`src/sv/fcbd_pkg.sv`:
```
// ----------------------------------------------------------------------------
// fcbd_pkg
// Shared constants and controller/datapath interface types for the codeword
// bit deinterleaver.
// ----------------------------------------------------------------------------
package fcbd_pkg;

    localparam int NUM_SEGS   = 40;
    localparam int CW_W       = 40;
    localparam int SEG_W      = 6;
    localparam int CH_W       = 11;
    localparam int BYTE_NUM_W = 10;
    localparam int OUT_W      = 24;

    localparam logic [SEG_W-1:0] LAST_SEG = SEG_W'(NUM_SEGS - 1);

    // controller -> datapath
    typedef struct packed {
        logic shift_in;   // accepted codeword enters the transpose store
        logic load;       // eighth codeword: copy store into burst buffer
        logic shift_out;  // burst byte taken, advance buffer
    } fcbd_cmd_t;

    // datapath -> controller
    typedef struct packed {
        logic word_last;  // next codeword closes the group
    } fcbd_stat_t;

endpackage

```
`src/sv/fec_codeword_bit_deinterleaver.sv`:
```
// ----------------------------------------------------------------------------
// fec_codeword_bit_deinterleaver
// 8 x 40 bit transpose of 40-bit FEC codewords into segment bytes.
// ----------------------------------------------------------------------------
// Usage:
//   s_ channel carries one 40-bit codeword per item. Every eighth codeword
//   closes a group; the group is then sent on the m_ channel as 40 items,
//   segments 0..39, each with its segment index, byte index (group number
//   in the block) and the transposed byte. m_tlast marks segment 39 of each
//   burst, m_tuser marks the last byte of the whole block.
//   cfg_ channel writes column_height (groups per block); write it only
//   while the block is idle.
// Bursts: the first byte of a burst is valid in the cycle after the eighth
//   codeword is accepted; each burst carries the 40 segment bytes of a group.
//   The eighth codeword of a group waits until the burst buffer has drained;
//   codewords 1-7 of the next group are taken during a burst.
// Reset: counters cleared, column_height = 1. A stalled receiver holds the
//   current byte; input keeps filling the store until the group is full.
// ----------------------------------------------------------------------------
module fec_codeword_bit_deinterleaver #(
    parameter int MAX_COLUMN_HEIGHT = 1024
) (
    input  logic        aclk,
    input  logic        aresetn,
    input  logic        s_tvalid,
    output logic        s_tready,
    input  logic [39:0] s_tdata,   // [39:0] codeword
    output logic        m_tvalid,
    input  logic        m_tready,
    output logic [23:0] m_tdata,   // [5:0] segment_index, [15:6] byte_index,
                                   // [23:16] segment_byte
    output logic        m_tlast,   // burst_last
    output logic        m_tuser,   // [0] block_last
    input  logic        cfg_valid,
    output logic        cfg_ready,
    input  logic [10:0] cfg_data   // column_height
);
    import fcbd_pkg::*;

    fcbd_cmd_t             cmd;
    fcbd_stat_t            stat;
    logic [SEG_W-1:0]      seg;
    logic [BYTE_NUM_W-1:0] byte_index;
    logic [7:0]            segment_byte;
    logic                  block_last;

    assign cfg_ready = 1'b1;

    fcbd_ctrl u_ctrl (
        .aclk     (aclk),
        .aresetn  (aresetn),
        .s_tvalid (s_tvalid),
        .s_tready (s_tready),
        .m_tvalid (m_tvalid),
        .m_tready (m_tready),
        .stat     (stat),
        .cmd      (cmd),
        .seg      (seg)
    );

    fcbd_datapath #(
        .MAX_COLUMN_HEIGHT (MAX_COLUMN_HEIGHT)
    ) u_datapath (
        .aclk         (aclk),
        .aresetn      (aresetn),
        .codeword     (s_tdata),
        .cfg_we       (cfg_valid && cfg_ready),
        .cfg_data     (cfg_data),
        .cmd          (cmd),
        .stat         (stat),
        .byte_index   (byte_index),
        .segment_byte (segment_byte),
        .block_last   (block_last)
    );

    assign m_tdata = {segment_byte, byte_index, seg};
    assign m_tlast = (seg == LAST_SEG);
    assign m_tuser = m_tlast && block_last;

endmodule

```
`src/sv/fcbd_ctrl.sv`:
```
// ----------------------------------------------------------------------------
// fcbd_ctrl
// Handshake control: collects codewords, runs the 40-byte output burst and
// tracks the segment under output.
// ----------------------------------------------------------------------------
module fcbd_ctrl (
    input  logic                     aclk,
    input  logic                     aresetn,
    input  logic                     s_tvalid,
    output logic                     s_tready,
    output logic                     m_tvalid,
    input  logic                     m_tready,
    input  fcbd_pkg::fcbd_stat_t     stat,
    output fcbd_pkg::fcbd_cmd_t      cmd,
    output logic [fcbd_pkg::SEG_W-1:0] seg
);
    import fcbd_pkg::*;

    localparam logic ST_IDLE  = 1'b0;
    localparam logic ST_BURST = 1'b1;

    logic             state_reg, state_next;
    logic [SEG_W-1:0] seg_reg, seg_next;
    logic             in_acc, out_acc;

    // the closing codeword waits until the burst buffer is free
    assign s_tready = (state_reg == ST_IDLE) || !stat.word_last;
    assign m_tvalid = (state_reg == ST_BURST);
    assign in_acc   = s_tvalid && s_tready;
    assign out_acc  = m_tvalid && m_tready;

    assign cmd.shift_in  = in_acc;
    assign cmd.load      = in_acc && stat.word_last;
    assign cmd.shift_out = out_acc;
    assign seg           = seg_reg;

    always_comb begin
        state_next = state_reg;
        seg_next   = seg_reg;
        case (state_reg)
            ST_IDLE: begin
                if (in_acc && stat.word_last) begin
                    state_next = ST_BURST;
                    seg_next   = '0;
                end
            end
            ST_BURST: begin
                if (out_acc) begin
                    seg_next = seg_reg + SEG_W'(1);
                    if (seg_reg == LAST_SEG) begin
                        state_next = ST_IDLE;
                    end
                end
            end
            default: begin
                state_next = ST_IDLE;
            end
        endcase
    end

    always_ff @(posedge aclk) begin
        if (!aresetn) begin
            state_reg <= ST_IDLE;
            seg_reg   <= '0;
        end else begin
            state_reg <= state_next;
            seg_reg   <= seg_next;
        end
    end

endmodule

```
`src/sv/fcbd_datapath.sv`:
```
// ----------------------------------------------------------------------------
// fcbd_datapath
// Transpose store, burst buffer, group counter and height register.
// ----------------------------------------------------------------------------
module fcbd_datapath #(
    parameter int MAX_COLUMN_HEIGHT = 1024
) (
    input  logic                          aclk,
    input  logic                          aresetn,
    input  logic [fcbd_pkg::CW_W-1:0]     codeword,
    input  logic                          cfg_we,
    input  logic [fcbd_pkg::CH_W-1:0]     cfg_data,
    input  fcbd_pkg::fcbd_cmd_t           cmd,
    output fcbd_pkg::fcbd_stat_t          stat,
    output logic [fcbd_pkg::BYTE_NUM_W-1:0] byte_index,
    output logic [7:0]                    segment_byte,
    output logic                          block_last
);
    import fcbd_pkg::*;

    localparam int GW   = (MAX_COLUMN_HEIGHT > 1) ? $clog2(MAX_COLUMN_HEIGHT) : 1;
    localparam int CMPW = ((GW + 1) > CH_W) ? (GW + 1) : CH_W;
    localparam logic [CMPW-1:0] MAX_H = CMPW'(MAX_COLUMN_HEIGHT);

    logic [7:0]      store_reg [NUM_SEGS];
    logic [7:0]      store_next [NUM_SEGS];
    logic [7:0]      burst_reg [NUM_SEGS];
    logic [2:0]      word_reg;
    logic [GW-1:0]   group_reg;
    logic [CH_W-1:0] height_reg;
    logic [BYTE_NUM_W-1:0] bidx_reg;
    logic            blast_reg;
    logic [CMPW-1:0] col_ext, eff_h, grp_inc;
    logic            last_group;

    assign stat.word_last = (word_reg == 3'd7);

    // segment j takes codeword bit 39-j; earliest codeword ends in the MSB
    always_comb begin
        for (int j = 0; j < NUM_SEGS; j++) begin
            store_next[j] = {store_reg[j][6:0], codeword[CW_W-1-j]};
        end
    end

    // zero acts as one, anything above the maximum as the maximum
    always_comb begin
        col_ext = CMPW'(height_reg);
        if (col_ext == '0) begin
            eff_h = CMPW'(1);
        end else if (col_ext > MAX_H) begin
            eff_h = MAX_H;
        end else begin
            eff_h = col_ext;
        end
        grp_inc    = CMPW'(group_reg) + CMPW'(1);
        last_group = (grp_inc >= eff_h);
    end

    always_ff @(posedge aclk) begin
        if (!aresetn) begin
            word_reg   <= '0;
            group_reg  <= '0;
            height_reg <= CH_W'(1);
        end else begin
            if (cfg_we) begin
                height_reg <= cfg_data;
            end
            if (cmd.shift_in) begin
                word_reg <= word_reg + 3'd1;
            end
            if (cmd.load) begin
                group_reg <= last_group ? '0 : group_reg + GW'(1);
            end
        end
    end

    always_ff @(posedge aclk) begin
        if (cmd.shift_in) begin
            for (int j = 0; j < NUM_SEGS; j++) begin
                store_reg[j] <= store_next[j];
            end
        end
        if (cmd.load) begin
            for (int j = 0; j < NUM_SEGS; j++) begin
                burst_reg[j] <= store_next[j];
            end
            bidx_reg  <= BYTE_NUM_W'(group_reg);
            blast_reg <= last_group;
        end else if (cmd.shift_out) begin
            for (int j = 0; j < NUM_SEGS - 1; j++) begin
                burst_reg[j] <= burst_reg[j+1];
            end
        end
    end

    assign segment_byte = burst_reg[0];
    assign byte_index   = bidx_reg;
    assign block_last   = blast_reg;

endmodule
```
`config.mk`:
```
export PLATFORM = sky130hd
export DESIGN_NAME = fec_codeword_bit_deinterleaver
export DESIGN_NICKNAME = d
export VERILOG_FILES = /design/src/sv/fcbd_pkg.sv /design/src/sv/fec_codeword_bit_deinterleaver.sv /design/src/sv/fcbd_ctrl.sv /design/src/sv/fcbd_datapath.sv
export SDC_FILE = /design/constraint.sdc
export NUM_CORES = 1
export LEC_CHECK = 0
export BUFFER_PORTS_ARGS = -buffer_cell sky130_fd_sc_hd__buf_4
export CAP_MARGIN = 0
export CORE_ASPECT_RATIO = 1.4
export CORE_MARGIN = 2
export CORE_UTILIZATION = 35
export CTS_CLUSTER_SIZE = 25
export DETAILED_ROUTE_END_ITERATION = 12
export GPL_TIMING_DRIVEN = 0
export PLACE_DENSITY_LB_ADDON = 0.15
export SYNTH_ARGS = -nofsm -noshare
export SYNTH_HDL_FRONTEND = slang
export SYNTH_SLANG_ARGS = --single-unit
```
`constraint.sdc`:
```
create_clock -name aclk -period 22.2 [get_ports aclk]
set_clock_uncertainty 0.2 [all_clocks]
set_input_delay 5.55 -clock aclk [delete_from_list [all_inputs] [get_ports aclk]]
set_output_delay 5.55 -clock aclk [all_outputs]
set_load 0.02 [all_outputs]
```
* Word-level counts from Yosys, hierarchy flattened
Memories as Yosys holds them, arrays and structs flattened.
Index checks and enable logic that the tools add are counted.
** Storage, ports and cells
- Memories :: 2
- Flip-flop bits (word level) :: 42
- Bits in writable memories :: 640
** Operators by class
- Bitwise operators :: 40
- Equality and inequality tests :: 4
- Mux-type cells :: 55
- Add/subtract/negate cells :: 4
- Reductions and logical operators :: 8
- Magnitude comparators :: 2
** Memories
- u_datapath.burst_reg :: depth 40, width 8, read ports 40, clocked after Yosys merged registers in 0, write ports 40, RTL line fcbd_datapath.sv:27 : logic [7:0] burst_reg [NUM_SEGS];
- u_datapath.store_reg :: depth 40, width 8, read ports 40, clocked after Yosys merged registers in 0, write ports 40, RTL line fcbd_datapath.sv:25 : logic [7:0] store_reg [NUM_SEGS];
** Operators by type and width (count)
- 8-bit two-way mux :: 39
- 1-bit OR :: 39
- 11-bit two-way mux :: 2
- 6-bit two-way mux :: 2
- 6-bit case mux with 2 select lines :: 1
- 10-bit by 1-bit adder with 11-bit output, second input constant :: 1
- 11-bit greater-or-equal comparator :: 1
- 11-bit greater-than comparator, second input constant :: 1
- 11-bit logical NOT :: 1
- 10-bit by 1-bit adder with 10-bit output, second input constant :: 1
- 10-bit two-way mux :: 1
- 1-bit two-way mux :: 9
- 6-bit by 1-bit adder with 6-bit output, second input constant :: 1
- 6-bit == test, second input constant :: 1
- 1-bit logical AND :: 4
- 2-bit != test, second input constant :: 2
- 3-bit by 1-bit adder with 3-bit output, second input constant :: 1
- 3-bit == test, second input constant :: 1
- 1-bit case mux with 2 select lines :: 1
- 2-bit AND reduction :: 1
- 1-bit logical NOT :: 1
- 1-bit logical OR :: 1
- 1-bit NOT :: 1

* Logic depth before layout (Yosys ltp)
- Word-level depth :: 8
- Depth in mapped cells :: 12
- Gate-level depth less buffers :: 10

* By module
Synthesis repeated with hierarchy kept, for this count alone.
** Unflattened totals
- Cells, all modules :: 1174
- Area total of the unflattened synthesis :: 23946.7 sq um
** By module, submodules not included
- fcbd_datapath :: area an instance 23508.8 sq um, cells each 1121, instances 1
- fcbd_ctrl :: area an instance 379.1 sq um, cells each 47, instances 1
- fec_codeword_bit_deinterleaver :: area an instance 58.8 sq um, cells each 6, instances 1

* Worst setup path before layout
No wires, ideal clock.
- Kind :: input-to-reg
- Start :: input s_tvalid
- End :: register u_datapath.word_reg[1]
- Setup time :: 0.145 ns
- Path slack :: 7.770 ns
- Arrival time :: 14.086 ns
- Stages :: 4
- Cell sequence :: and2_1 -> clkbuf_1 -> mux2i_1 -> nor2b_1
** RTL lines
- from (decl) :: RTL line fec_codeword_bit_deinterleaver.sv:25 : input logic s_tvalid,
- to (signal assigned) :: RTL line fcbd_datapath.sv:69 : word_reg <= word_reg + 3'd1;
- to (decl) :: RTL line fcbd_datapath.sv:28 : logic [2:0] word_reg;

==> out/summary.txt <==
cts repair resizes: 0
CTS clk-pin slew, worst paths: 0.06 ns
Crit Reg-Reg Endpoint: u_datapath.burst_reg[0][104]
flop2flop setup slack: 18.64 ns
peak fanout along the critical path: 57
Final GP Congestion: 0.759
row count: 113
Switching Fraction: 0.199
CTS buffer count: 61
DIE AREA: 0.0707 mm2
number of global-route vias before repair: 14000
prevailing post-synth register cell: edfxtp_1
status: finished clean
die width: 225 um
Lkg Pwr: 0.0108 uW
area of the core: 0.0679 mm2
Mean Syn Cell Area: 13.0 um2
antenna violations before repair: 0
post-CTS setup buffer count: 0
Avg WL per Cell: 15.4 um
Crit. Startpoint: m_tready
Final Setup Violations: 0
setup tns final: 0 ns
clock root cell: clkbuf_16
internal power component: 1980 uW
critical path class: primary input to register
Final ANT Viol Nets: 0
Synthesis Warnings: 0
Psw: 492 uW
count of final max-slew check failures: 0
GR Overflow Total: 0
Final Routed Wirelength: 44800 um
fin nets: 2069
power per cell area: 88.4 mW/mm2
hold bufs inserted after CTS: 0
first-pass GRT wire length: 72800 um
# H-tree levels: 2
layout cells sized above 1: 0.102
CTS tree: done
Area growth, synth to finish: 16.6%
combinational group share of total power: 0.023
register area share after synthesis: 0.791
largest net degree at the start of global routing: 64
port bufs: 83
Ant. Diodes: 0
Critical Path AT: 8.07 ns
number of synthesized register bits: 642
Fillers: 6351
Mapped Nets: 1913
drt via density: 4.59
fraction of registers with async set/reset: 0
Post-synth EDFFs: 611
slew margin rel.: 0.540
clock share of power: 0.422
fmax: 125 MHz
Final WS setup: 14.20 ns
CTS Sinks: 642
min-delay worst type: register to register
Final period util: 0.360
Worst Reg-to-Reg Cells: 9
DRC viols: 0
RSZ-0062 raised after global routing: no
Worst-Margin Slew: 0.690 ns
crit start category: primary input
drt first pass iters: 5
VDD IR-drop max: 0.0619 mV
sequential power share: 0.555
worst-skew pair later-pin latency: 0.61 ns
Synth Cell Area: 0.0240 mm2
pre-CTS setup slack: 13.43 ns
Clock Path Buffers: 3
# IOs: 85
Hold Vio Cnt, Final: 0
Critical Path End: u_datapath.burst_reg[0][104]
Starting Density: 0.354
required time of the critical path: 22.28 ns
GRT Total Usage: 0.129
cells after synthesis: 1842
FF-to-FF Start: u_datapath.word_reg[0]
Die Height: 314 um
via count: 13400
Cell variety after synth: 38
max FFs per register: 320
Initial DRC Count: 893
post-DP HPWL: 28800 um
maxcap violations: 0
CP endpoint kind: register
Final min period: 8.00 ns
routing by layer:
metal / vias to the layer above / wire [um] / part of all wire / GRT usage
li1: 6572 / - / - / -
met5: - / 0 / 0 / 0
met2: 194 / 22700 / 0.51 / 0.226
met3: 90 / 1620 / 0.036 / 0.0252
met4: 0 / 1460 / 0.033 / 0.0516
met1: 6497 / 19000 / 0.42 / 0.155
worst max-delay path, cell delays in order:
cell and delay (ns):
buf_4 0.09, nand2_1 0.40, nand2_4 0.68, buf_16 0.33, buf_16 0.32, buf_16 0.31, buf_16 0.30
power by group through the flow:
stage          sequential (uW)  clock [uW]  combinational, uW
3_3_place_gp              1410           0               53.1
6_report                  1370        1040               55.7
2_1_floorplan             1400           0               33.8
5_1_grt                   1380        1120               64.3
4_1_cts                   1370        1080               57.6
3_5_place_dp              1400           0               57.2
logic make-up after synthesis:
| family | count (synthesis) | share of synthesized area |
|---|---|---|
| AOI/OAI and AO/OA | 32 | 0.00819 |
| xor gates and xnor gates | 11 | 0.00433 |
| adders and majority gates | 15 | 0.00782 |
| buffers and inverters | 94 | 0.0169 |
| DFF | 642 | 0.791 |
| muxes | 12 | 0.00501 |
| other | 1 | 0.000156 |
| and+or+nand+nor | 1035 | 0.167 |
final cells by class:
| cell class | count | area (um2) | area share |
|---|---|---|---|
| inverters | 5 | 18.8 | 0.000671 |
| flip-flops and latches | 642 | 19000 | 0.678 |
| clock inverters | 36 | 363 | 0.0130 |
| repair buffers | 93 | 898 | 0.0321 |
| well taps | 862 | 1080 | 0.0386 |
| clock buffers | 77 | 1630 | 0.0582 |
| plain buffers | 89 | 392 | 0.0140 |
| multi-input cells | 1106 | 4630 | 0.165 |
stage by stage:
stage | hold slack (ns) | power (uW) | cell area [um2] | util | std cells
floorplan | 0.200 | 1440 | 24000 | - | 1842
global placement | 0.205 | 1460 | 25700 | 0.379 | 2787
detailed placement | 0.222 | 1460 | 26000 | 0.383 | 2797
CTS | 0.230 | 2510 | 28000 | 0.412 | 2910
global route | 0.243 | 2560 | 28000 | 0.412 | 2910
finish | 0.227 | 2470 | 28000 | 0.412 | 2910
cell usage in the layout (no fill, tap or decap), types with 4 or more instances in the layout:
cell / instances
nand2_1: 968
edfxtp_1: 611
buf_4: 93
clkbuf_16: 62
clkbuf_1: 59
dfxtp_1: 31
nor2_1: 20
buf_1: 19
ha_1: 15
buf_2: 13
clkinv_1: 13
mux2i_1: 12
a21oi_1: 11
nand3_1: 10
clkinv_2: 10
buf_16: 10
nand4_1: 9
o21ai_0: 8
bufinv_16: 7
and2_1: 6
xor2_1: 6
nor2b_1: 6
xnor2_1: 4
inv_1: 4
o211ai_1: 4
a21boi_0: 4
worst min-delay path by stage:
stage                                    to                   startpoint  slack, ns  cells past startpoint
2_1_floorplan  u_datapath.burst_reg[0][319]  u_datapath.store_reg[4][62]       0.20                      0
3_3_place_gp   u_datapath.burst_reg[0][319]  u_datapath.store_reg[4][62]       0.21                      0
3_5_place_dp   u_datapath.burst_reg[0][319]  u_datapath.store_reg[4][62]       0.22                      0
4_1_cts        u_datapath.burst_reg[0][319]  u_datapath.store_reg[4][62]       0.23                      0
5_1_grt        u_datapath.burst_reg[0][319]  u_datapath.store_reg[4][62]       0.24                      0
6_report       u_datapath.burst_reg[0][319]  u_datapath.store_reg[4][62]       0.23                      0
cell usage after synthesis, types with 2 or more instances:
master	count	area share
mux2i_1	12	0.0050
buf_1	20	0.0031
nand2_1	969	0.15
nand3_1	10	0.0021
o211ai_1	4	0.0013
o21ai_0	8	0.0017
buf_4	10	0.0031
inv_1	4	0.00063
ha_1	15	0.0078
nand4_1	9	0.0023
a21boi_1	2	0.00063
a21boi_0	4	0.0013
clkbuf_1	47	0.0074
a21oi_1	11	0.0023
buf_2	12	0.0025
nor2b_1	6	0.0016
and4b_1	2	0.00083
xnor2_1	4	0.0015
xor2_1	6	0.0022
and2_1	6	0.0016
and3_1	2	0.00052
nor2_1	20	0.0031
and4_1	2	0.00073
edfxtp_1	611	0.76
nor3_1	3	0.00063
dfxtp_1	31	0.026
No activity file was read; power rests on OpenSTA's default activity.
